--- src/sv/cslt_pkg.sv ---
package cslt_pkg;

  // Fixed field widths of the result item
  localparam int KIND_W  = 5;
  localparam int VALUE_W = 64;
  localparam int LINE_W  = 20;
  localparam int KW_NUM  = 6;

  // Token kinds as seen on the result channel
  typedef enum logic [KIND_W-1:0] {
    K_INT     = 5'd0,
    K_IF      = 5'd1,
    K_ELSE    = 5'd2,
    K_WHILE   = 5'd3,
    K_RETURN  = 5'd4,
    K_PRINTF  = 5'd5,
    K_IDENT   = 5'd6,
    K_NUM     = 5'd7,
    K_STR     = 5'd8,
    K_LPAREN  = 5'd9,
    K_RPAREN  = 5'd10,
    K_LBRACE  = 5'd11,
    K_RBRACE  = 5'd12,
    K_SEMI    = 5'd13,
    K_COMMA   = 5'd14,
    K_ASSIGN  = 5'd15,
    K_PLUS    = 5'd16,
    K_MINUS   = 5'd17,
    K_STAR    = 5'd18,
    K_SLASH   = 5'd19,
    K_EQ      = 5'd20,
    K_NE      = 5'd21,
    K_LT      = 5'd22,
    K_GT      = 5'd23,
    K_LE      = 5'd24,
    K_GE      = 5'd25,
    K_END     = 5'd26,
    K_IDCHAR  = 5'd27,
    K_STRCHAR = 5'd28,
    K_ERROR   = 5'd29
  } kind_e;

  // Lexer modes, one-hot
  typedef enum logic [13:0] {
    M_IDLE      = 14'b00000000000001,
    M_SLASH     = 14'b00000000000010,
    M_LINECOM   = 14'b00000000000100,
    M_BLOCK     = 14'b00000000001000,
    M_BLOCKSTAR = 14'b00000000010000,
    M_IDENT     = 14'b00000000100000,
    M_NUMBER    = 14'b00000001000000,
    M_STRING    = 14'b00000010000000,
    M_STRESC    = 14'b00000100000000,
    M_EQUAL     = 14'b00001000000000,
    M_BANG      = 14'b00010000000000,
    M_LESS      = 14'b00100000000000,
    M_GREATER   = 14'b01000000000000,
    M_HALT      = 14'b10000000000000
  } mode_e;

  // One result item
  typedef struct packed {
    kind_e              kind;
    logic [VALUE_W-1:0] value;
    logic [LINE_W-1:0]  line;
    logic               last;
  } res_t;

  // Results of one input item, up to two
  typedef struct packed {
    logic [1:0] count;
    res_t       r0;
    res_t       r1;
  } step_t;

  // Character codes
  localparam logic [7:0] CH_NL     = 8'h0A;
  localparam logic [7:0] CH_TAB    = 8'h09;
  localparam logic [7:0] CH_CR     = 8'h0D;
  localparam logic [7:0] CH_SPACE  = 8'h20;
  localparam logic [7:0] CH_NUL    = 8'h00;
  localparam logic [7:0] CH_ZERO   = 8'h30;
  localparam logic [7:0] CH_N      = 8'h6E;
  localparam logic [7:0] CH_T      = 8'h74;
  localparam logic [7:0] CH_SLASH  = 8'h2F;
  localparam logic [7:0] CH_STAR   = 8'h2A;
  localparam logic [7:0] CH_QUOTE  = 8'h22;
  localparam logic [7:0] CH_BSLASH = 8'h5C;
  localparam logic [7:0] CH_EQUAL  = 8'h3D;
  localparam logic [7:0] CH_BANG   = 8'h21;
  localparam logic [7:0] CH_LESS   = 8'h3C;
  localparam logic [7:0] CH_GREAT  = 8'h3E;
  localparam logic [7:0] CH_LPAREN = 8'h28;
  localparam logic [7:0] CH_RPAREN = 8'h29;
  localparam logic [7:0] CH_LBRACE = 8'h7B;
  localparam logic [7:0] CH_RBRACE = 8'h7D;
  localparam logic [7:0] CH_SEMI   = 8'h3B;
  localparam logic [7:0] CH_COMMA  = 8'h2C;
  localparam logic [7:0] CH_PLUS   = 8'h2B;
  localparam logic [7:0] CH_MINUS  = 8'h2D;

  function automatic logic is_alpha(input logic [7:0] b);
    return (b inside {[8'h61:8'h7A], [8'h41:8'h5A], 8'h5F});
  endfunction

  function automatic logic is_digit(input logic [7:0] b);
    return (b inside {[8'h30:8'h39]});
  endfunction

  function automatic logic is_space(input logic [7:0] b);
    return (b inside {CH_SPACE, [CH_TAB:CH_CR]});
  endfunction

  // Keyword lengths
  function automatic logic [2:0] kw_len(input logic [2:0] k);
    logic [2:0] len;
    case (k)
      3'd0:    len = 3'd3;
      3'd1:    len = 3'd2;
      3'd2:    len = 3'd4;
      3'd3:    len = 3'd5;
      3'd4:    len = 3'd6;
      3'd5:    len = 3'd6;
      default: len = 3'd0;
    endcase
    return len;
  endfunction

  // Keyword text, first character in the highest used byte
  function automatic logic [63:0] kw_word(input logic [2:0] k);
    logic [63:0] word;
    case (k)
      3'd0:    word = 64'("int");
      3'd1:    word = 64'("if");
      3'd2:    word = 64'("else");
      3'd3:    word = 64'("while");
      3'd4:    word = 64'("return");
      3'd5:    word = 64'("printf");
      default: word = '0;
    endcase
    return word;
  endfunction

  // Drop keyword candidates that do not match letter b at position len
  function automatic logic [KW_NUM-1:0] kw_filter(input logic [KW_NUM-1:0] cand,
                                                 input logic [2:0] len,
                                                 input logic [7:0] b);
    logic [KW_NUM-1:0] keep;
    logic [63:0]       word;
    logic [2:0]        klen;
    logic [2:0]        pos;
    keep = cand;
    for (int k = 0; k < KW_NUM; k++) begin
      klen = kw_len(3'(k));
      word = kw_word(3'(k));
      pos  = klen - len - 3'd1;
      if (len >= klen || word[{pos, 3'b000} +: 8] != b) keep[k] = 1'b0;
    end
    return keep;
  endfunction

  // Kind of a finished identifier
  function automatic kind_e kw_kind(input logic [KW_NUM-1:0] cand, input logic [2:0] len);
    kind_e kind;
    kind = K_IDENT;
    for (int k = 0; k < KW_NUM; k++) begin
      if (cand[k] && len == kw_len(3'(k))) kind = kind_e'(KIND_W'(k));
    end
    return kind;
  endfunction

  function automatic res_t mk_res(input kind_e kind, input logic [VALUE_W-1:0] value,
                                  input logic [LINE_W-1:0] line);
    res_t r;
    r.kind  = kind;
    r.value = value;
    r.line  = line;
    r.last  = 1'b0;
    return r;
  endfunction

endpackage

--- src/sv/cslt_core.sv ---
module cslt_core #(
  parameter int LINE_BITS = 20
) (
  input  logic           clk_i,
  input  logic           rst_ni,
  input  logic           take_i,
  input  logic [7:0]     byte_i,
  input  logic           eoi_i,
  output cslt_pkg::step_t step_o
);
  import cslt_pkg::*;

  localparam logic [LINE_BITS-1:0] LINE_ONE = LINE_BITS'(1);
  localparam logic [LINE_BITS-1:0] LINE_MAX = {LINE_BITS{1'b1}};

  mode_e               mode_q, mode_d;
  logic [KW_NUM-1:0]   cand_q, cand_d;
  logic [2:0]          len_q, len_d;
  logic [VALUE_W-1:0]  acc_q, acc_d;
  logic [LINE_BITS-1:0] line_q, line_d;

  logic [LINE_BITS-1:0] line_inc;
  logic [LINE_W-1:0]    line_out;
  logic [VALUE_W-1:0]   acc_next;
  logic [VALUE_W-1:0]   byte_val;
  logic [VALUE_W-1:0]   digit_val;
  logic [7:0]           esc_char;

  res_t       res_a [2];
  logic [1:0] cnt;
  logic       do_idle;
  logic       do_ident;
  logic [KW_NUM-1:0] cand_b;
  logic [2:0]        len_b;

  assign line_inc  = (line_q != LINE_MAX) ? line_q + LINE_ONE : line_q;
  assign line_out  = LINE_W'(line_q);
  assign byte_val  = VALUE_W'(byte_i);
  assign digit_val = VALUE_W'(byte_i - CH_ZERO);
  // acc * 10 + digit as two shifted adds
  assign acc_next  = (acc_q << 3) + (acc_q << 1) + digit_val;

  // Decode escape character
  always_comb begin
    case (byte_i)
      CH_N:    esc_char = CH_NL;
      CH_T:    esc_char = CH_TAB;
      CH_ZERO: esc_char = CH_NUL;
      default: esc_char = byte_i;
    endcase
  end

  // One step of the lexer for the registered item
  always_comb begin
    mode_d   = mode_q;
    cand_d   = cand_q;
    len_d    = len_q;
    acc_d    = acc_q;
    line_d   = line_q;
    cnt      = 2'd0;
    res_a[0] = mk_res(K_END, '0, line_out);
    res_a[1] = mk_res(K_END, '0, line_out);
    do_idle  = 1'b0;
    do_ident = 1'b0;
    cand_b   = cand_q;
    len_b    = len_q;

    if (mode_q != M_HALT) begin
      if (eoi_i) begin
        // Flush the pending token
        case (mode_q)
          M_SLASH: begin
            res_a[cnt[0]] = mk_res(K_SLASH, '0, line_out); cnt = cnt + 2'd1;
          end
          M_IDENT: begin
            res_a[cnt[0]] = mk_res(kw_kind(cand_q, len_q), '0, line_out); cnt = cnt + 2'd1;
          end
          M_NUMBER: begin
            res_a[cnt[0]] = mk_res(K_NUM, acc_q, line_out); cnt = cnt + 2'd1;
          end
          M_STRING, M_STRESC: begin
            res_a[cnt[0]] = mk_res(K_STR, '0, line_out); cnt = cnt + 2'd1;
          end
          M_EQUAL: begin
            res_a[cnt[0]] = mk_res(K_ASSIGN, '0, line_out); cnt = cnt + 2'd1;
          end
          M_BANG: begin
            res_a[cnt[0]] = mk_res(K_ERROR, VALUE_W'(CH_BANG), line_out); cnt = cnt + 2'd1;
            mode_d = M_HALT;
          end
          M_LESS: begin
            res_a[cnt[0]] = mk_res(K_LT, '0, line_out); cnt = cnt + 2'd1;
          end
          M_GREATER: begin
            res_a[cnt[0]] = mk_res(K_GT, '0, line_out); cnt = cnt + 2'd1;
          end
          default: begin
          end
        endcase
        // End token, then back to reset values
        if (mode_q != M_BANG) begin
          res_a[cnt[0]] = mk_res(K_END, '0, line_out); cnt = cnt + 2'd1;
          mode_d = M_IDLE;
          cand_d = '0;
          len_d  = '0;
          acc_d  = '0;
          line_d = LINE_ONE;
        end
      end else begin
        case (mode_q)
          M_SLASH: begin
            if (byte_i == CH_SLASH) mode_d = M_LINECOM;
            else if (byte_i == CH_STAR) mode_d = M_BLOCK;
            else begin
              res_a[cnt[0]] = mk_res(K_SLASH, '0, line_out); cnt = cnt + 2'd1;
              do_idle = 1'b1;
            end
          end
          M_LINECOM: begin
            if (byte_i == CH_NL) begin
              line_d = line_inc;
              mode_d = M_IDLE;
            end
          end
          M_BLOCK: begin
            if (byte_i == CH_STAR) mode_d = M_BLOCKSTAR;
            else if (byte_i == CH_NL) line_d = line_inc;
          end
          M_BLOCKSTAR: begin
            if (byte_i == CH_SLASH) mode_d = M_IDLE;
            else if (byte_i != CH_STAR) begin
              if (byte_i == CH_NL) line_d = line_inc;
              mode_d = M_BLOCK;
            end
          end
          M_IDENT: begin
            if (is_alpha(byte_i) || is_digit(byte_i)) do_ident = 1'b1;
            else begin
              res_a[cnt[0]] = mk_res(kw_kind(cand_q, len_q), '0, line_out); cnt = cnt + 2'd1;
              cand_d  = '0;
              len_d   = '0;
              do_idle = 1'b1;
            end
          end
          M_NUMBER: begin
            if (is_digit(byte_i)) acc_d = acc_next;
            else begin
              res_a[cnt[0]] = mk_res(K_NUM, acc_q, line_out); cnt = cnt + 2'd1;
              acc_d   = '0;
              do_idle = 1'b1;
            end
          end
          M_STRING: begin
            if (byte_i == CH_QUOTE) begin
              res_a[cnt[0]] = mk_res(K_STR, '0, line_out); cnt = cnt + 2'd1;
              mode_d = M_IDLE;
            end else if (byte_i == CH_BSLASH) mode_d = M_STRESC;
            else begin
              res_a[cnt[0]] = mk_res(K_STRCHAR, byte_val, line_out); cnt = cnt + 2'd1;
            end
          end
          M_STRESC: begin
            res_a[cnt[0]] = mk_res(K_STRCHAR, VALUE_W'(esc_char), line_out); cnt = cnt + 2'd1;
            mode_d = M_STRING;
          end
          M_EQUAL: begin
            if (byte_i == CH_EQUAL) begin
              res_a[cnt[0]] = mk_res(K_EQ, '0, line_out); cnt = cnt + 2'd1;
              mode_d = M_IDLE;
            end else begin
              res_a[cnt[0]] = mk_res(K_ASSIGN, '0, line_out); cnt = cnt + 2'd1;
              do_idle = 1'b1;
            end
          end
          M_BANG: begin
            if (byte_i == CH_EQUAL) begin
              res_a[cnt[0]] = mk_res(K_NE, '0, line_out); cnt = cnt + 2'd1;
              mode_d = M_IDLE;
            end else begin
              res_a[cnt[0]] = mk_res(K_ERROR, VALUE_W'(CH_BANG), line_out); cnt = cnt + 2'd1;
              mode_d = M_HALT;
            end
          end
          M_LESS: begin
            if (byte_i == CH_EQUAL) begin
              res_a[cnt[0]] = mk_res(K_LE, '0, line_out); cnt = cnt + 2'd1;
              mode_d = M_IDLE;
            end else begin
              res_a[cnt[0]] = mk_res(K_LT, '0, line_out); cnt = cnt + 2'd1;
              do_idle = 1'b1;
            end
          end
          M_GREATER: begin
            if (byte_i == CH_EQUAL) begin
              res_a[cnt[0]] = mk_res(K_GE, '0, line_out); cnt = cnt + 2'd1;
              mode_d = M_IDLE;
            end else begin
              res_a[cnt[0]] = mk_res(K_GT, '0, line_out); cnt = cnt + 2'd1;
              do_idle = 1'b1;
            end
          end
          default: do_idle = 1'b1;
        endcase

        // Start of a new token from idle
        if (do_idle) begin
          mode_d = M_IDLE;
          if (byte_i == CH_NL) line_d = line_inc;
          else if (is_space(byte_i)) begin
          end else if (is_alpha(byte_i)) begin
            mode_d   = M_IDENT;
            cand_b   = '1;
            len_b    = '0;
            do_ident = 1'b1;
          end else if (is_digit(byte_i)) begin
            mode_d = M_NUMBER;
            acc_d  = digit_val;
          end else begin
            case (byte_i)
              CH_SLASH: mode_d = M_SLASH;
              CH_QUOTE: mode_d = M_STRING;
              CH_EQUAL: mode_d = M_EQUAL;
              CH_BANG:  mode_d = M_BANG;
              CH_LESS:  mode_d = M_LESS;
              CH_GREAT: mode_d = M_GREATER;
              CH_LPAREN: begin
                res_a[cnt[0]] = mk_res(K_LPAREN, '0, line_out); cnt = cnt + 2'd1;
              end
              CH_RPAREN: begin
                res_a[cnt[0]] = mk_res(K_RPAREN, '0, line_out); cnt = cnt + 2'd1;
              end
              CH_LBRACE: begin
                res_a[cnt[0]] = mk_res(K_LBRACE, '0, line_out); cnt = cnt + 2'd1;
              end
              CH_RBRACE: begin
                res_a[cnt[0]] = mk_res(K_RBRACE, '0, line_out); cnt = cnt + 2'd1;
              end
              CH_SEMI: begin
                res_a[cnt[0]] = mk_res(K_SEMI, '0, line_out); cnt = cnt + 2'd1;
              end
              CH_COMMA: begin
                res_a[cnt[0]] = mk_res(K_COMMA, '0, line_out); cnt = cnt + 2'd1;
              end
              CH_PLUS: begin
                res_a[cnt[0]] = mk_res(K_PLUS, '0, line_out); cnt = cnt + 2'd1;
              end
              CH_MINUS: begin
                res_a[cnt[0]] = mk_res(K_MINUS, '0, line_out); cnt = cnt + 2'd1;
              end
              CH_STAR: begin
                res_a[cnt[0]] = mk_res(K_STAR, '0, line_out); cnt = cnt + 2'd1;
              end
              default: begin
                res_a[cnt[0]] = mk_res(K_ERROR, byte_val, line_out); cnt = cnt + 2'd1;
                mode_d = M_HALT;
              end
            endcase
          end
        end

        // Add a letter to the identifier and narrow the keyword candidates
        if (do_ident) begin
          res_a[cnt[0]] = mk_res(K_IDCHAR, byte_val, line_out); cnt = cnt + 2'd1;
          cand_d = kw_filter(cand_b, len_b, byte_i);
          len_d  = (len_b != 3'd7) ? len_b + 3'd1 : len_b;
        end
      end
    end
  end

  // Mark the last result of the item
  always_comb begin
    step_o.count   = cnt;
    step_o.r0      = res_a[0];
    step_o.r0.last = (cnt == 2'd1);
    step_o.r1      = res_a[1];
    step_o.r1.last = 1'b1;
  end

  // Lexer state
  always_ff @(posedge clk_i or negedge rst_ni) begin
    if (!rst_ni) begin
      mode_q <= M_IDLE;
      cand_q <= '0;
      len_q  <= '0;
      acc_q  <= '0;
      line_q <= LINE_ONE;
    end else if (take_i) begin
      mode_q <= mode_d;
      cand_q <= cand_d;
      len_q  <= len_d;
      acc_q  <= acc_d;
      line_q <= line_d;
    end
  end

endmodule

--- src/sv/cslt_out.sv ---
module cslt_out (
  input  logic            clk_i,
  input  logic            rst_ni,
  input  logic            load_i,
  input  cslt_pkg::step_t step_i,
  output logic            free_o,
  output logic            valid_o,
  input  logic            ready_i,
  output cslt_pkg::res_t  head_o
);
  import cslt_pkg::*;

  res_t head_q, tail_q;
  logic head_v_q, tail_v_q;
  logic pop;

  assign pop     = head_v_q & ready_i;
  assign free_o  = !head_v_q || (pop && !tail_v_q);
  assign valid_o = head_v_q;
  assign head_o  = head_q;

  // Slot occupancy
  always_ff @(posedge clk_i or negedge rst_ni) begin
    if (!rst_ni) begin
      head_v_q <= 1'b0;
      tail_v_q <= 1'b0;
    end else if (load_i) begin
      head_v_q <= (step_i.count != 2'd0);
      tail_v_q <= (step_i.count == 2'd2);
    end else if (pop) begin
      head_v_q <= tail_v_q;
      tail_v_q <= 1'b0;
    end
  end

  // Load both results, advance the second into the head on a pop
  always_ff @(posedge clk_i) begin
    if (load_i) begin
      head_q <= step_i.r0;
      tail_q <= step_i.r1;
    end else if (pop) begin
      head_q <= tail_q;
    end
  end

endmodule

--- src/sv/c_subset_byte_tokenizer_top.sv ---
// Channel | Dir | tdata (low bit up)                       | tuser       | tlast
// s_axis  | in  | source_byte[7:0]                         | -           | end_of_input
// m_axis  | out | token_value[63:0], line_number[83:64],   | token_kind  | last_of_run
//         |     | zero pad [87:84]                         |             |
//
// An item is held in the input register, is lexed combinationally and its
// results land in a two-slot result register. A new item is taken only once the
// result register is free, so one with two results holds up the next item.
// rst_ni clears the lexer to idle with line 1 and empties both stages.
// A stall on m_axis fills the result register, then the input register, then
// drops s_axis_tready_o.
module c_subset_byte_tokenizer_top #(
  parameter int LINE_BITS = 20
) (
  input  logic        clk_i,
  input  logic        rst_ni,
  input  logic        s_axis_tvalid_i,
  output logic        s_axis_tready_o,
  input  logic [7:0]  s_axis_tdata_i,   // source_byte[7:0]
  input  logic        s_axis_tlast_i,
  output logic        m_axis_tvalid_o,
  input  logic        m_axis_tready_i,
  output logic [87:0] m_axis_tdata_o,   // token_value[63:0], line_number[83:64], zero[87:84]
  output logic [4:0]  m_axis_tuser_o,   // token_kind[4:0]
  output logic        m_axis_tlast_o
);
  import cslt_pkg::*;

  logic       in_v_q;
  logic [7:0] in_byte_q;
  logic       in_eoi_q;
  logic       take;
  logic       out_free;
  step_t      step;
  res_t       head;

  assign take            = in_v_q & out_free;
  assign s_axis_tready_o = !in_v_q || take;

  // Input register
  always_ff @(posedge clk_i or negedge rst_ni) begin
    if (!rst_ni) begin
      in_v_q <= 1'b0;
    end else if (s_axis_tvalid_i && s_axis_tready_o) begin
      in_v_q <= 1'b1;
    end else if (take) begin
      in_v_q <= 1'b0;
    end
  end

  always_ff @(posedge clk_i) begin
    if (s_axis_tvalid_i && s_axis_tready_o) begin
      in_byte_q <= s_axis_tdata_i;
      in_eoi_q  <= s_axis_tlast_i;
    end
  end

  cslt_core #(
    .LINE_BITS(LINE_BITS)
  ) u_core (
    .clk_i (clk_i),
    .rst_ni(rst_ni),
    .take_i(take),
    .byte_i(in_byte_q),
    .eoi_i (in_eoi_q),
    .step_o(step)
  );

  cslt_out u_out (
    .clk_i  (clk_i),
    .rst_ni (rst_ni),
    .load_i (take),
    .step_i (step),
    .free_o (out_free),
    .valid_o(m_axis_tvalid_o),
    .ready_i(m_axis_tready_i),
    .head_o (head)
  );

  // Pack the result item
  assign m_axis_tdata_o = {4'b0000, head.line, head.value};
  assign m_axis_tuser_o = head.kind;
  assign m_axis_tlast_o = head.last;

endmodule

--- config.mk ---
export PLATFORM = sky130hd
export DESIGN_NAME = c_subset_byte_tokenizer_top
export DESIGN_NICKNAME = d
export VERILOG_FILES = /design/src/sv/cslt_pkg.sv /design/src/sv/cslt_core.sv /design/src/sv/cslt_out.sv /design/src/sv/c_subset_byte_tokenizer_top.sv
export SDC_FILE = /design/constraint.sdc
export NUM_CORES = 1
export LEC_CHECK = 0
export ABC_AREA = 1
export ABC_CLOCK_PERIOD_IN_PS = 7500
export CORE_MARGIN = 8
export CORE_UTILIZATION = 42
export DETAILED_ROUTE_END_ITERATION = 8
export DONT_BUFFER_PORTS = 1
export PLACE_DENSITY_LB_ADDON = 0.05
export SLEW_MARGIN = 20
export SYNTH_ARGS = -nofsm -noshare
export SYNTH_HDL_FRONTEND = slang
export SYNTH_SLANG_ARGS = --single-unit
--- constraint.sdc ---
create_clock -name clk_i -period 7.5 [get_ports clk_i]
set_input_delay 1.5 -clock clk_i [delete_from_list [all_inputs] [get_ports clk_i]]
set_output_delay 1.5 -clock clk_i [all_outputs]
set_load 0.05 [all_outputs]
# Word level (Yosys, flattened, before mapping)
# Cells that the tools add are included.
# Widths: inputs -> output; s select.
# totals
register_bits	298
inputBits	13
word_cells	457
# op_classes
n_addsub	18
order_cmp	19
eq_ne	90
n_shift	6
muxes	241
bitwise_logic	5
reduce_logical	56
# ops
op	count
$bwmux 180	12
$mux 180	11
$pmux 180 s10	1
$mux 64	27
$mux 90	14
$pmux 90 s9	1
$pmux 90 s8	1
$shiftx 64x7->8	6
$mux 89	4
$demux 90 s1	3
$mux 14	18
$mux 3	74
$mux 20	9
$add 64x64->64	2
$eq 8x6->1 const B	15
$pmux 14 s8	1
$pmux 14 s7	1
$mux 88	1
$pmux 20 s3	1
$mux 6	9
$reduce_and 9->1	6
$eq 8x7->1 const B	6
$ne 4x3->1 const B	12
$ne 4x4->1 const B	12
63 further kinds	188

# Logic depth before layout (Yosys ltp)
# Gate-level depths: netlist of the first run.
# depth
word_depth	34
ltp_mapped	26
ltp_nobuf	26

# Cells and area by module
# A second synthesis of the first run with hierarchy kept.
# hier_totals
cells_unflattened	3185
area_unflattened_um2	23747.8
# by_module_without_submodules
mod	n_inst	cells_per_inst	area_per_inst_um2	seq_area_each_um2
cslt_core	1	2676	16754.8	2680.1
cslt_out	1	487	6636.4	5455.2
c_subset_byte_tokenizer_top	1	22	356.6	295.3

# Least setup slack after synthesis of the first run
# OpenSTA, ideal clock, no wires.
# synth_timing
kind	register -> register
startpoint	register in_byte_q[4]
endpoint	register u_core.acc_q[56]
setup_time_ns	0.083
arrival_time_ns	6.639
required_ns	7.417
setup_slack_ns	0.778
stages_incl_launch_ff	17
synth_period_minus_slack_ns	6.722
cell_sequence	edfxtp_1 ha_1 nor2_1 fa_1 ha_1 nand2_1 nor2_1 inv_1 o21bai_1 a21oi_1 o21ai_0 nand3_1 nand2_1 nor2_1 o21ai_0 nand2_1 o21ai_0
# synth_via
elab_chain_len	10
elab_cells_between_ends	39
cone_classes	add/sub (2); order compare (8); eq/ne (6); mux (16); reduce/logical (7)
# synth_lines
element	line_no	rtl
start: declaration	c_subset_byte_tokenizer_top.sv:30	logic [7:0] in_byte_q;
start signal: assignment	c_subset_byte_tokenizer_top.sv:53	in_byte_q <= s_axis_tdata_i;
$sub 8x6->9 (tied with other cells)	cslt_core.sv:39	assign digit_val = VALUE_W'(byte_i - CH_ZERO);
$add 64x64->64 (tied with other cells)	cslt_core.sv:41	assign acc_next = (acc_q << 3) + (acc_q << 1) + digit_val;
$mux 64 or $reduce_bool 3->1 (tied branches)	cslt_core.sv:146, cslt_pkg.sv:103	
$mux 64 or $logic_or 1x1->1 (tied branches)	cslt_core.sv:110, cslt_core.sv:137	
$mux 64 or $mux 1 (tied branches)	cslt_core.sv:215, cslt_core.sv:137	
$mux 64 or $pmux 1 s5 (tied branches)	cslt_core.sv:210, cslt_core.sv:110	
$mux 64 or $mux 1 (tied branches)	cslt_core.sv:209, cslt_core.sv:69	
$mux 64 or $mux 1 (tied branches)	cslt_core.sv:208, cslt_core.sv:68	
$mux 64 (*)	cslt_core.sv:206	if (do_idle) begin
$mux 64 (*)	cslt_core.sv:69	if (eoi_i) begin
end signal: assignment	cslt_core.sv:286	acc_q <= '0;
end signal: assignment	cslt_core.sv:292	acc_q <= acc_d;
end: declaration	cslt_core.sv:19	logic [VALUE_W-1:0] acc_q, acc_d;
# Every way passes the cells marked *; elsewhere a longest branch is shown, timed or not. The select of a mux whose other input is x is not followed.
# A chain may end at the register's enable or synchronous reset.

# Worst setup path after layout of the first run
# layout_timing
startpoint	register in_byte_q[4]
endpoint	register u_core.cand_q[4]
# layout_via
elab_chain_len	19
elab_cells_between_ends	59
cone_classes	add/sub (2); order compare (9); eq/ne (12); shift (1); mux (25); reduce/logical (10)
# layout_lines
element	line_no	rtl
parallel branches: the longest is 19 deep, another holds $ge 8x7->1	-	
end signal: assignment	cslt_core.sv:290	cand_q <= cand_d;
end: declaration	cslt_core.sv:17	logic [KW_NUM-1:0] cand_q, cand_d;
# Several ways; the timed one is not identified. The select of a mux whose other input is x is not followed.

==> results of run 1 <==
[power by group through the flow]
stage	registers [mW]	logic [mW]	clock network, mW
floorplan	3.20	3.62	0
global placement	3.40	4.96	0
detailed placement	3.39	4.99	0
CTS	3.38	5.03	1.47
global route	3.44	5.68	1.52
finish	3.36	5.05	1.44
[layer usage]
metal  global-route usage  part of all wire  up-vias
met5                    0           0.00017        -
li1                     -                 -     9623
met2                0.469              0.49      729
met4               0.0897             0.036        2
met1                0.341              0.42     9693
met3               0.0320             0.055      161
[worst reg2reg max path: stages (launching register included)]
cell       delay (ps)
edfxtp_1          620
inv_1             560
ha_1              300
nand2_2           110
inv_2             130
nand2_2           240
nand2_1           190
nor2_1             60
nor2_1             90
nand2_1           100
nor2_1            720
nor2_1            230
nor2_1            420
ha_1              410
nor2_1            290
a21oi_1           100
a21oi_1           140
o21ai_0           100
a2111oi_0         400
nand2_1           120
nor2_1            150
nand2_1            70
nand2_1            50
nand2_1            50
nand2_1            50
[registers in the layout (all words and copies together) (netlist names), 3 cells and up]
| register | flops |
|---|---|
| u_out.head_o | 90 |
| u_core.acc_q | 64 |
| u_out.tail_q | 33 |
| u_core.line_out | 20 |
| u_core.mode_q | 14 |
| in_byte_q | 8 |
| u_core.cand_q | 6 |
| u_core.len_q | 3 |
[through the flow]
| stage | area (µm²) | power, mW | hold slack (ps) | util | instances |
|---|---|---|---|---|---|
| after floorplan | 20900 | 6.83 | 455 | - | 2908 |
| after global placement | 21400 | 8.36 | 473 | 0.437 | 3474 |
| after detailed placement | 21400 | 8.38 | 472 | 0.437 | 3474 |
| after CTS | 22400 | 9.88 | 483 | 0.456 | 3529 |
| after global routing | 22400 | 10.6 | 508 | 0.456 | 3529 |
| final | 22400 | 9.85 | 488 | 0.456 | 3529 |
[kinds of logic (layout without fill, tap and decap cells)]
group           after synthesis  count (layout)  synth area share
simple gates               1279            1279             0.265
flops                       242             242             0.322
xor+xnor                     26              26            0.0109
compound gates              726             726             0.201
other cells                   1               4          0.000179
fa+ha+maj                   145             145             0.109
buf+inv                     486             443            0.0926
[Yosys cell counts, drive strengths merged, types with 8 or more instances]
cell / n / share of area
a21oi: 242 / 0.065
fa: 61 / 0.058
o21bai: 11 / 0.0041
clkbuf: 73 / 0.013
a22oi: 22 / 0.0079
nand3: 149 / 0.038
o22ai: 33 / 0.0099
a21boi: 10 / 0.0036
nand2: 689 / 0.13
nor2: 321 / 0.065
ha: 84 / 0.050
o31ai: 8 / 0.0029
xor2: 23 / 0.0096
edfxtp: 132 / 0.19
or2: 10 / 0.0030
dfrtp: 108 / 0.13
buf: 44 / 0.013
nand4: 36 / 0.011
a21o: 9 / 0.0032
o211ai: 23 / 0.0083
o21ai: 311 / 0.075
inv: 363 / 0.065
a31oi: 24 / 0.0079
nor3: 61 / 0.016
[area by class of cell]
type | instances | share of cell area
Clock buffer | 41 | 0.0363
Clock inverter | 14 | 0.00660
Inverter | 369 | 0.0619
Multi-Input combinational cell | 2180 | 0.550
Sequential cell | 242 | 0.300
Tap cell | 664 | 0.0371
Timing Repair Buffer | 19 | 0.00749
[path summary, 6_finish.rpt]
path                                       start                 end  slack (ps)
worst max register to register      in_byte_q[4]    u_core.cand_q[4]        1760
min in group asynchronous                 rst_ni    u_core.acc_q[57]         590
worst max-delay path                in_byte_q[4]    u_core.cand_q[4]        1760
worst min register to register  u_core.mode_q[0]    u_core.mode_q[0]         490
max in group asynchronous                 rst_ni  u_core.line_out[0]        6600
worst min-delay path            u_core.mode_q[0]    u_core.mode_q[0]         490
==> summary.json, run 1 <==
{
  "cts_buffer_count": {"value": 30},
  "detail_route.vias_per_cell": {"value": 5.73},
  "area_growth_syn_to_layout": {"value": 7.09, "unit": "%"},
  "core.rowCount": {"value": 81},
  "timing.hold.worst_path_depth": {"value": 2},
  "n_fill_cell": {"value": 5130},
  "synthesized_flop_and_latch_total": {"value": 242},
  "post-route-worst-setup-slack": {"value": 1760, "unit": "ps"},
  "final_cell_mix": {"value": "nand2_1, inv_1, o21ai_0"},
  "power.density": {"value": 440, "unit": "nW/µm²"},
  "antenna_violating_nets_post_route": {"value": 0},
  "placement.setup.worst_slack": {"value": 1860, "unit": "ps"},
  "ff_latch_area": {"value": 6720, "unit": "µm²"},
  "ctsHtreeMaxLevel": {"value": 1},
  "gp_routability_congestion": {"value": 0.962},
  "setup_viol_count_final": {"value": 0},
  "maxSlewViolCount": {"value": 0},
  "worstPathRequired": {"value": 8060, "unit": "ps"},
  "ys_types": {"value": 62},
  "post-route-period-util": {"value": 0.766},
  "lkg_pwr": {"value": 9.56, "unit": "nW"},
  "finalNetCount": {"value": 3000},
  "antenna_violations_before_repair": {"value": 3},
  "most_common_cell_after_layout_fill_and_taps_aside": {"value": "nand2_1"},
  "die-height": {"value": 239, "unit": "µm"},
  "first_global_vias": {"value": 20100},
  "drt-initial-drc-count": {"value": 1797},
  "grt_setup_unrepaired": {"value": "false"},
  "port_buffers": {"value": 0},
  "floorplan.initialDensity": {"value": 0.426},
  "sequence_of_cells_on_the_critical_path": {"value": "inv_1, ha_1, nand2_2, inv_2, nand2_2, nand2_1, nor2_1, nor2_1, nand2_1, nor2_1, nor2_1, nor2_1, ha_1, nor2_1, a21oi_1, a21oi_1, o21ai_0, a2111oi_0, nand2_1, nor2_1, nand2_1, nand2_1, nand2_1, nand2_1"},
  "post_synth.cell_area_avg": {"value": 7.19, "unit": "µm²"},
  "routedWlPerCell": {"value": 22.1, "unit": "µm"},
  "num_antenna_cells": {"value": 0},
  "synthesis.area": {"value": 20900, "unit": "µm²"},
  "setup_tns": {"value": 0, "unit": "ps"},
  "timing_hold_violations_final": {"value": 0},
  "hold_bufs_inserted_after_cts": {"value": 0},
  "critPathCaptureType": {"value": "register"},
  "grt_pass1_wl": {"value": 120000, "unit": "µm"},
  "startpoint_type": {"value": "register"},
  "clkLatencyLatePin": {"value": 620, "unit": "ps"},
  "slew-limit-headroom": {"value": 0.255},
  "floorplan.core_area": {"value": 49100, "unit": "µm²"},
  "setup.worst_path.class": {"value": "reg -> reg"},
  "timing.max_cap.violations": {"value": 0},
  "number_of_enable_type_register_cells_in_the_synthesized_netlist": {"value": 132},
  "multi_input_comb_area": {"value": 12300, "unit": "µm²"},
  "largest_net_degree_at_the_start_of_global_routing": {"value": 111},
  "worst-r2r-cell-count": {"value": 24},
  "vias": {"value": 20200},
  "clkSinkCount": {"value": 242},
  "p_sw_frac": {"value": 0.550},
  "synth.yosys.warnings": {"value": 0},
  "fin_worst_skew": {"value": 25.8, "unit": "ps"},
  "die_w": {"value": 239, "unit": "µm"},
  "cts_max_path_buffers": {"value": 3},
  "power.share.combinational": {"value": 0.513},
  "status": {"value": "completed"},
  "ys.flop_type": {"value": "edfxtp_1"},
  "cts_root_buffer": {"value": "clkbuf_16"},
  "path_depth": {"value": 24},
  "cts_tree": {"value": "built"},
  "post-cts-setup-buffers": {"value": 0},
  "design.die.area": {"value": 57100, "unit": "µm²"},
  "ir_drop": {"value": 0.000407, "unit": "V"},
  "cp_slowest_stage_delay": {"value": 720, "unit": "ps"},
  "finalWorstPathRequiredPeriod": {"value": 5740, "unit": "ps"},
  "synthArstFlopShare": {"value": 0.455},
  "drt_pass1_iterations": {"value": 6},
  "power.share.clock": {"value": 0.146},
  "slowest_stage": {"value": "nor2_1"},
  "synthCells": {"value": 2905},
  "sequential_element_share_of_the_synthesized_area": {"value": 0.322},
  "max_freq": {"value": 174, "unit": "MHz"},
  "worstPathMaxFanout": {"value": 15},
  "drc": {"value": 0},
  "tightest_slew": {"value": 1110, "unit": "ps"},
  "cpLargestDelayFamily": {"value": "simple AND/OR/NAND/NOR gates"},
  "critical_path_buf_inv_count": {"value": 2},
  "layout_cells_sized_above_1": {"value": 0.0723},
  "sequentialPowerShare": {"value": 0.341},
  "net_load_switching_power": {"value": 5.42, "unit": "mW"},
  "detailedPlacementHpwl": {"value": 58000, "unit": "µm"},
  "postRouteWirelength": {"value": 78000, "unit": "µm"},
  "clk_pin_slew_worst_paths": {"value": 60, "unit": "ps"},
  "global_route.overflow_total": {"value": 0},
  "post_cts.resized_instances": {"value": 0},
  "gr-usage-all-layers": {"value": 0.269},
  "worstHoldPathType": {"value": "reg -> reg"},
  "internal_power_consumption": {"value": 4.43, "unit": "mW"},
  "crit_arrival": {"value": 6300, "unit": "ps"},
  "io-pin-count": {"value": 109}
}
No activity file was read; power rests on OpenSTA's default activity.
==> inputs of run 2 (changes only) <==
--- a/config.mk
+++ b/config.mk
@@ -6,7 +6,7 @@
 export NUM_CORES = 1
 export LEC_CHECK = 0
 export ABC_AREA = 1
-export ABC_CLOCK_PERIOD_IN_PS = 7500
+export ABC_CLOCK_PERIOD_IN_PS = 4900
 export CORE_MARGIN = 8
 export CORE_UTILIZATION = 42
 export DETAILED_ROUTE_END_ITERATION = 8
==> constraint.sdc (replaced) <==
create_clock -name clk_i -period 4.9 [get_ports clk_i]
set_input_delay 0.98 -clock clk_i [delete_from_list [all_inputs] [get_ports clk_i]]
set_output_delay 0.98 -clock clk_i [all_outputs]
set_load 0.05 [all_outputs]
==> run 2 against run 1 <==
Against the previous run: utilization rose by 0.87 points; hold slack got worse by 390 ps; total power rose by 56%; flip-flop and latch count did not move; critical path depth fell by 5; cell count rose by 1.4%; non-clock buffer count rose by 49; clock power rose by 58%; design area rose by 1.9%; via count fell by 0.36%; largest cell class unchanged; largest power group unchanged; highest routed layer unchanged.
==> summary.json, run 2 (synthesis results as in run 1) <==
{
  "cts_buffer_count": {"value": 29, "change": "-3.3%"},
  "ctsHtreeMaxLevel": {"value": 1, "change": "unchanged"},
  "grt_pass1_wl": {"value": 120000, "unit": "µm", "change": "-0.49%"},
  "n_fill_cell": {"value": 5217, "change": "+1.7%"},
  "post-route-worst-setup-slack": {"value": 300, "unit": "ps", "change": "-1460 ps"},
  "postRouteWirelength": {"value": 78100, "unit": "µm", "change": "about the same"},
  "pnr_total_power": {"value": 15.3, "unit": "mW", "change": "+56%"},
  "worstHoldPathType": {"value": "in -> async"},
  "largest_net_degree_at_the_start_of_global_routing": {"value": 111, "change": "unchanged"},
  "hold_bufs_inserted_after_cts": {"value": 0, "change": "unchanged"},
  "post-cts-setup-buffers": {"value": 0, "change": "unchanged"},
  "ir_drop": {"value": 0.000491, "unit": "V", "change": "+21%"},
  "setup.worst_path.class": {"value": "reg -> reg"},
  "slowest_stage": {"value": "edfxtp_1"},
  "worstPathMaxFanout": {"value": 57, "change": "+42"},
  "antenna_violating_nets_post_route": {"value": 0, "change": "unchanged"},
  "sequence_of_cells_on_the_critical_path": {"value": "nor2_8, inv_2, nor2_4, buf_12, fa_1, ha_1, a21oi_1, o21ai_0, a21boi_0, o21bai_1, a21oi_1, nand2_1, nand2_1, nand2_1, nand2_1, nand2_1, o21ai_0, nand2_1, o21ai_0"},
  "worstPathRequired": {"value": 5410, "unit": "ps", "change": "-2650 ps"},
  "most_common_cell_after_layout_fill_and_taps_aside": {"value": "nand2_1"},
  "slew-limit-headroom": {"value": 0.466, "change": "+0.210"},
  "worst-r2r-cell-count": {"value": 19, "change": "-21%"},
  "fin_worst_skew": {"value": 12.9, "unit": "ps", "change": "-13.0 ps"},
  "lkg_pwr": {"value": 9.83, "unit": "nW", "change": "+2.8%"},
  "layout_cells_sized_above_1": {"value": 0.0910, "change": "+0.0187"},
  "drt_pass1_iterations": {"value": 5, "change": "-1"},
  "io-pin-count": {"value": 109, "change": "unchanged"},
  "gp_routability_congestion": {"value": 0.982, "change": "+2.1%"},
  "status": {"value": "completed"},
  "utilization": {"value": 0.465, "change": "+0.00872"},
  "critical_path.reg2reg.endpoint": {"value": "u_core.acc_q[55]"},
  "vias": {"value": 20100, "change": "-0.36%"},
  "placed_area": {"value": 21800, "unit": "µm²", "change": "+1.8%"},
  "power.density": {"value": 672, "unit": "nW/µm²", "change": "+53%"},
  "final_cell_mix": {"value": "nand2_1, inv_1, o21ai_0"},
  "antenna_violations_before_repair": {"value": 1, "change": "-2"},
  "clkLatencyLatePin": {"value": 580, "unit": "ps", "change": "-40 ps"},
  "global_route.overflow_total": {"value": 0, "change": "unchanged"},
  "timing_hold_violations_final": {"value": 0, "change": "unchanged"},
  "floorplan.initialDensity": {"value": 0.426, "change": "unchanged"},
  "post-route-cell-area": {"value": 22800, "unit": "µm²", "change": "+1.9%"},
  "cts_max_path_buffers": {"value": 3, "change": "unchanged"},
  "crit_arrival": {"value": 5110, "unit": "ps", "change": "-1190 ps"},
  "layout.cells.non_filler": {"value": 3577, "change": "+1.4%"},
  "first_global_vias": {"value": 20000, "change": "-0.34%"},
  "maxSlewViolCount": {"value": 0, "change": "unchanged"},
  "placed_cells": {"value": 3523, "change": "+1.4%"},
  "cp_slowest_stage_delay": {"value": 630, "unit": "ps", "change": "-90 ps"},
  "cts_tree": {"value": "built"},
  "drt-initial-drc-count": {"value": 1489, "change": "-17%"},
  "clkSinkCount": {"value": 242, "change": "unchanged"},
  "finalNetCount": {"value": 3048, "change": "+1.6%"},
  "placement.setup.worst_slack": {"value": -124, "unit": "ps", "change": "-1980 ps"},
  "tightest_slew": {"value": 799, "unit": "ps", "change": "-307 ps"},
  "worst_reg2reg_path_startpoint": {"value": "in_byte_q[6]"},
  "grt_setup_unrepaired": {"value": "false"},
  "cts_root_buffer": {"value": "clkbuf_16"},
  "detail_route.vias_per_cell": {"value": 5.63, "change": "-1.7%"},
  "path_common_cell": {"value": "nand2_1"},
  "largest_register_ffs": {"value": 90, "change": "unchanged"},
  "timing.max_cap.violations": {"value": 0, "change": "unchanged"},
  "routedWlPerCell": {"value": 21.8, "unit": "µm", "change": "-1.3%"},
  "area_growth_syn_to_layout": {"value": 9.14, "unit": "%"},
  "core.rowCount": {"value": 81, "change": "unchanged"},
  "max_freq": {"value": 217, "unit": "MHz", "change": "+25%"},
  "drc": {"value": 0, "change": "unchanged"},
  "cpLargestDelayFamily": {"value": "compound AO/OA/AOI/OAI gates"},
  "r2r_slack": {"value": 300, "unit": "ps", "change": "-1460 ps"},
  "die-height": {"value": 239, "unit": "µm", "change": "unchanged"},
  "path_depth": {"value": 19, "change": "-21%"},
  "clk_pin_slew_worst_paths": {"value": 60, "unit": "ps", "change": "about the same"},
  "finalWorstPathRequiredPeriod": {"value": 4600, "unit": "ps", "change": "-1140 ps"},
  "detailedPlacementHpwl": {"value": 59800, "unit": "µm", "change": "+3.2%"},
  "gr-usage-all-layers": {"value": 0.268, "change": "-0.000602"},
  "num_antenna_cells": {"value": 0, "change": "unchanged"},
  "critical_path_buf_inv_count": {"value": 2, "change": "unchanged"},
  "startpoint_type": {"value": "register"},
  "critPathCaptureType": {"value": "register"},
  "design.die.area": {"value": 57100, "unit": "µm²", "change": "unchanged"},
  "die_w": {"value": 239, "unit": "µm", "change": "unchanged"},
  "post-route-period-util": {"value": 0.939, "change": "+0.173"},
  "setup_viol_count_final": {"value": 0, "change": "unchanged"},
  "floorplan.core_area": {"value": 49100, "unit": "µm²", "change": "unchanged"},
  "port_buffers": {"value": 0, "change": "unchanged"}
}
run 2: cell types whose count changed in the layout (fill, tap and decap cells not counted), moves of 2 or more:
cell,previous run,this run
buf_12,2,4
buf_4,17,64
bufinv_16,2,4
clkbuf_1,9,6
clkinv_1,11,7
clkinv_2,3,7
run 2: worst max-delay path by stage:
| stage | slack [ps] | end | from |
|---|---|---|---|
| floorplan | 400 | u_core.acc_q[56] | in_byte_q[4] |
| global placement | -100 | u_core.acc_q[56] | in_byte_q[6] |
| detailed placement | -120 | u_core.acc_q[56] | in_byte_q[6] |
| CTS | 120 | u_core.acc_q[56] | in_byte_q[6] |
| global route | 60 | u_core.cand_q[4] | in_byte_q[5] |
| finish | 300 | u_core.acc_q[55] | in_byte_q[6] |
run 2: worst reg2reg max path: cells and delay by family (launching register included):
kind                     cells  cell delay (ps)
AO/OA/AOI/OAI                7             1630
adder cells (fa/ha/maj)      2              960
AND/OR/NAND/NOR              8              940
flip-flops                   1              630
buffers and inverters        2              380
run 2: repair_timing:
action | 4_1_cts | 5_1_grt
endpoints found under the hold margin | 0 | 0
resized for setup | 1 | 3
setup endpoints to repair | 2 | 4
run 2: final cells by class:
type                            count  area [µm²]  area share
Clock buffer                       37         776      0.0340
Clock inverter                     17         210     0.00922
Inverter                          369        1390      0.0607
Multi-Input combinational cell   2180       12300       0.540
Sequential cell                   242        6720       0.295
Tap cell                          664         831      0.0364
Timing Repair Buffer               68         561      0.0246
run 2: power breakdown:
part,switching (mW),total (mW),internal [mW]
registers,1.96,5.13,3.17
logic,5.46,7.93,2.46
clock network,0.931,2.27,1.34
run 2: per-stage QoR:
| stage | setup TNS [ps] | hold WS (ps) |
|---|---|---|
| after CTS | 0 | 58.9 |
| after global placement | -123 | 471 |
| after global routing | 0 | 70.0 |
| final | 0 | 94.6 |
| after detailed placement | -145 | 471 |
| after floorplan | 0 | 455 |
run 2: routing by layer:
metal | share of wire | GRT usage
met1 | 0.42 | 0.339
met2 | 0.49 | 0.470
met3 | 0.049 | 0.0292
met4 | 0.035 | 0.0965
met5 | 0.00013 | 0
==> inputs of run 3 (changes only) <==
--- a/config.mk
+++ b/config.mk
@@ -11,7 +11,7 @@
 export CORE_UTILIZATION = 42
 export DETAILED_ROUTE_END_ITERATION = 8
 export DONT_BUFFER_PORTS = 1
-export PLACE_DENSITY_LB_ADDON = 0.05
+export PLACE_DENSITY = 0.64
 export SLEW_MARGIN = 20
 export SYNTH_ARGS = -nofsm -noshare
 export SYNTH_HDL_FRONTEND = slang
==> run 3 against run 2 <==
Against the previous run: clock skew rose by 1.3 ps; clock power barely moved; maximum frequency fell by 0.63%; design area rose by 0.17%; hold slack got worse by 9.6 ps; setup slack got worse by 29 ps; critical path depth did not move; register-to-register slack got worse by 30 ps; largest cell class unchanged; largest power group unchanged; highest routed layer is now met4.
==> summary.json, run 3 (synthesis results as in run 1) <==
{
  "setup.worst_path.class": {"value": "reg -> reg"},
  "postRouteWirelength": {"value": 76400, "unit": "µm", "change": "-2.1%"},
  "floorplan.initialDensity": {"value": 0.426, "change": "unchanged"},
  "cts_max_path_buffers": {"value": 3, "change": "unchanged"},
  "largest_net_degree_at_the_start_of_global_routing": {"value": 111, "change": "unchanged"},
  "layout_cells_sized_above_1": {"value": 0.0914, "change": "+0.000467"},
  "maxSlewViolCount": {"value": 0, "change": "unchanged"},
  "r2r_slack": {"value": 270, "unit": "ps", "change": "-30 ps"},
  "fin_worst_skew": {"value": 14.1, "unit": "ps", "change": "+1.26 ps"},
  "floorplan.core_area": {"value": 49100, "unit": "µm²", "change": "unchanged"},
  "grt_pass1_wl": {"value": 118000, "unit": "µm", "change": "-1.3%"},
  "worst_reg2reg_path_startpoint": {"value": "in_byte_q[4]"},
  "status": {"value": "completed"},
  "slowest_stage": {"value": "edfxtp_1"},
  "clkLatencyLatePin": {"value": 600, "unit": "ps", "change": "+20 ps"},
  "sequence_of_cells_on_the_critical_path": {"value": "ha_1, nor2_4, buf_12, buf_12, fa_1, ha_1, nand2_1, nor2_1, inv_1, nor2_1, inv_1, o21ai_0, a21o_1, nand3_1, nand2_1, nor2_1, o21ai_0, nand2_1, o21ai_1"},
  "post-cts-setup-buffers": {"value": 0, "change": "unchanged"},
  "crit_arrival": {"value": 5150, "unit": "ps", "change": "+40 ps"},
  "p_sw_frac": {"value": 0.545, "change": "about the same"},
  "detailedPlacementHpwl": {"value": 58100, "unit": "µm", "change": "-3.0%"},
  "largest_register_ffs": {"value": 90, "change": "unchanged"},
  "internal_power_consumption": {"value": 6.97, "unit": "mW", "change": "about the same"},
  "grt_setup_unrepaired": {"value": "false"},
  "cts_buffer_count": {"value": 30, "change": "+3.4%"},
  "lkg_pwr": {"value": 9.86, "unit": "nW", "change": "+0.33%"},
  "io-pin-count": {"value": 109, "change": "unchanged"},
  "drt-initial-drc-count": {"value": 2089, "change": "+40%"},
  "worstPathRequired": {"value": 5420, "unit": "ps", "change": "about the same"},
  "vias": {"value": 20600, "change": "+2.4%"},
  "cts_root_buffer": {"value": "clkbuf_16"},
  "net_load_switching_power": {"value": 8.36, "unit": "mW", "change": "+0.11%"},
  "ir_drop": {"value": 0.000315, "unit": "V", "change": "-36%"},
  "die-height": {"value": 239, "unit": "µm", "change": "unchanged"},
  "detail_route.vias_per_cell": {"value": 5.75, "change": "+2.2%"},
  "post_cts.resized_instances": {"value": 0, "change": "-1"},
  "max_freq": {"value": 216, "unit": "MHz", "change": "-0.63%"},
  "design.die.area": {"value": 57100, "unit": "µm²", "change": "unchanged"},
  "core.rowCount": {"value": 81, "change": "unchanged"},
  "finalNetCount": {"value": 3054, "change": "+0.20%"},
  "drc": {"value": 0, "change": "unchanged"},
  "port_buffers": {"value": 0, "change": "unchanged"},
  "cts_tree": {"value": "built"},
  "timing_hold_violations_final": {"value": 0, "change": "unchanged"},
  "grt.met2_usage": {"value": 0.442, "change": "-0.0272"},
  "post-route-period-util": {"value": 0.945, "change": "+0.00591"},
  "antenna_violating_nets_post_route": {"value": 0, "change": "unchanged"},
  "gp_routability_congestion": {"value": 1.02, "change": "+3.5%"},
  "clkSinkCount": {"value": 242, "change": "unchanged"},
  "critPathCaptureType": {"value": "register"},
  "setup_viol_count_final": {"value": 0, "change": "unchanged"},
  "clk_pin_slew_worst_paths": {"value": 60, "unit": "ps", "change": "about the same"},
  "gr_layer_usage_met1": {"value": 0.341, "change": "+0.00217"},
  "finalWorstPathRequiredPeriod": {"value": 4630, "unit": "ps", "change": "+29.0 ps"},
  "hold_bufs_inserted_after_cts": {"value": 0, "change": "unchanged"},
  "tightest_slew": {"value": 991, "unit": "ps", "change": "+192 ps"},
  "routedWlPerCell": {"value": 21.3, "unit": "µm", "change": "-2.4%"},
  "critical_path.reg2reg.endpoint": {"value": "u_core.acc_q[63]"},
  "global_route.overflow_total": {"value": 0, "change": "unchanged"},
  "slew-limit-headroom": {"value": 0.338, "change": "-0.128"},
  "ctsHtreeMaxLevel": {"value": 1, "change": "unchanged"},
  "fin_worst_hold_slack": {"value": 85.0, "unit": "ps", "change": "-9.64 ps"},
  "most_common_cell_after_layout_fill_and_taps_aside": {"value": "nand2_1"},
  "worst-r2r-cell-count": {"value": 19, "change": "unchanged"},
  "timing.max_cap.violations": {"value": 0, "change": "unchanged"},
  "area_growth_syn_to_layout": {"value": 9.32, "unit": "%"},
  "final_cell_mix": {"value": "nand2_1, inv_1, o21ai_0"},
  "gr-usage-all-layers": {"value": 0.261, "change": "-0.00662"},
  "power.share.combinational": {"value": 0.519, "change": "+0.002"},
  "worstPathMaxFanout": {"value": 26, "change": "-54%"},
  "n_fill_cell": {"value": 4994, "change": "-4.3%"},
  "drt_pass1_iterations": {"value": 6, "change": "+1"},
  "cp_slowest_stage_delay": {"value": 560, "unit": "ps", "change": "-70 ps"},
  "startpoint_type": {"value": "register"},
  "power.density": {"value": 671, "unit": "nW/µm²", "change": "-0.11%"},
  "worstHoldPathType": {"value": "in -> async"},
  "globalRoute.busiestLayer": {"value": "met2"},
  "power.share.clock": {"value": 0.147, "change": "about the same"},
  "setup_tns": {"value": 0, "unit": "ps", "change": "unchanged"},
  "first_global_vias": {"value": 20100, "change": "+0.49%"},
  "die_w": {"value": 239, "unit": "µm", "change": "unchanged"},
  "sequentialPowerShare": {"value": 0.335, "change": "about the same"},
  "groute.layer.met3.usage": {"value": 0.0392, "change": "+0.0100"},
  "antenna_violations_before_repair": {"value": 1, "change": "unchanged"}
}
## run 3: layout make-up
| class | instances | area (µm²) | share of cell area |
|---|---|---|---|
| timing repair buffer | 73 | 598 | 0.0262 |
| clock buffer | 46 | 892 | 0.0390 |
| tap | 664 | 831 | 0.0364 |
| multi-input combinational | 2180 | 12300 | 0.539 |
| clock inverter | 10 | 106 | 0.00466 |
| antenna | 1 | 2.50 | 0.000110 |
| inverter | 369 | 1390 | 0.0606 |
| sequential | 242 | 6720 | 0.294 |
## run 3: how the worst max path moves through the flow
stage	startpoint	to	cells after the start
global placement	in_byte_q[4]	u_core.acc_q[63]	19
floorplan	in_byte_q[4]	u_core.acc_q[56]	16
finish	in_byte_q[4]	u_core.acc_q[63]	19
global route	in_byte_q[4]	u_core.acc_q[63]	19
detailed placement	in_byte_q[4]	u_core.acc_q[56]	19
CTS	in_byte_q[4]	u_core.acc_q[56]	19
## run 3: power by group through the flow
stage	Combinational, mW	Sequential [mW]	Clock (mW)
floorplan	5.55	4.87	0
global placement	7.76	5.16	0
detailed placement	7.85	5.18	0
CTS	7.89	5.15	2.29
global route	8.90	5.25	2.37
finish	7.95	5.13	2.25
## run 3: critical path: cells and delay by family, from the launching register on
family                   cells  cell delay (ps)
AO/OA/AOI/OAI                4             1150
AND/OR/NAND/NOR              8             1000
adder cells (fa/ha/maj)      3             1230
buffers and inverters        4              610
flip-flops                   1              560
## run 3: metrics by stage
stage / setup WS, ps / util / instances / power [mW] / cell area, µm²
finish: 271 / 0.466 / 3585 / 15.3 / 22800
global route: 15.6 / 0.466 / 3584 / 16.5 / 22800
CTS: 344 / 0.466 / 3584 / 15.3 / 22800
detailed placement: 371 / 0.445 / 3528 / 13.0 / 21800
global placement: 416 / 0.445 / 3528 / 12.9 / 21800
floorplan: 399 / - / 2908 / 10.4 / 20900
## run 3: per-layer routing
| layer | share of wire | up-vias |
|---|---|---|
| li1 | - | 9709 |
| met1 | 0.42 | 9857 |
| met2 | 0.48 | 876 |
| met3 | 0.072 | 174 |
| met4 | 0.032 | 0 |
| met5 | 0 | - |
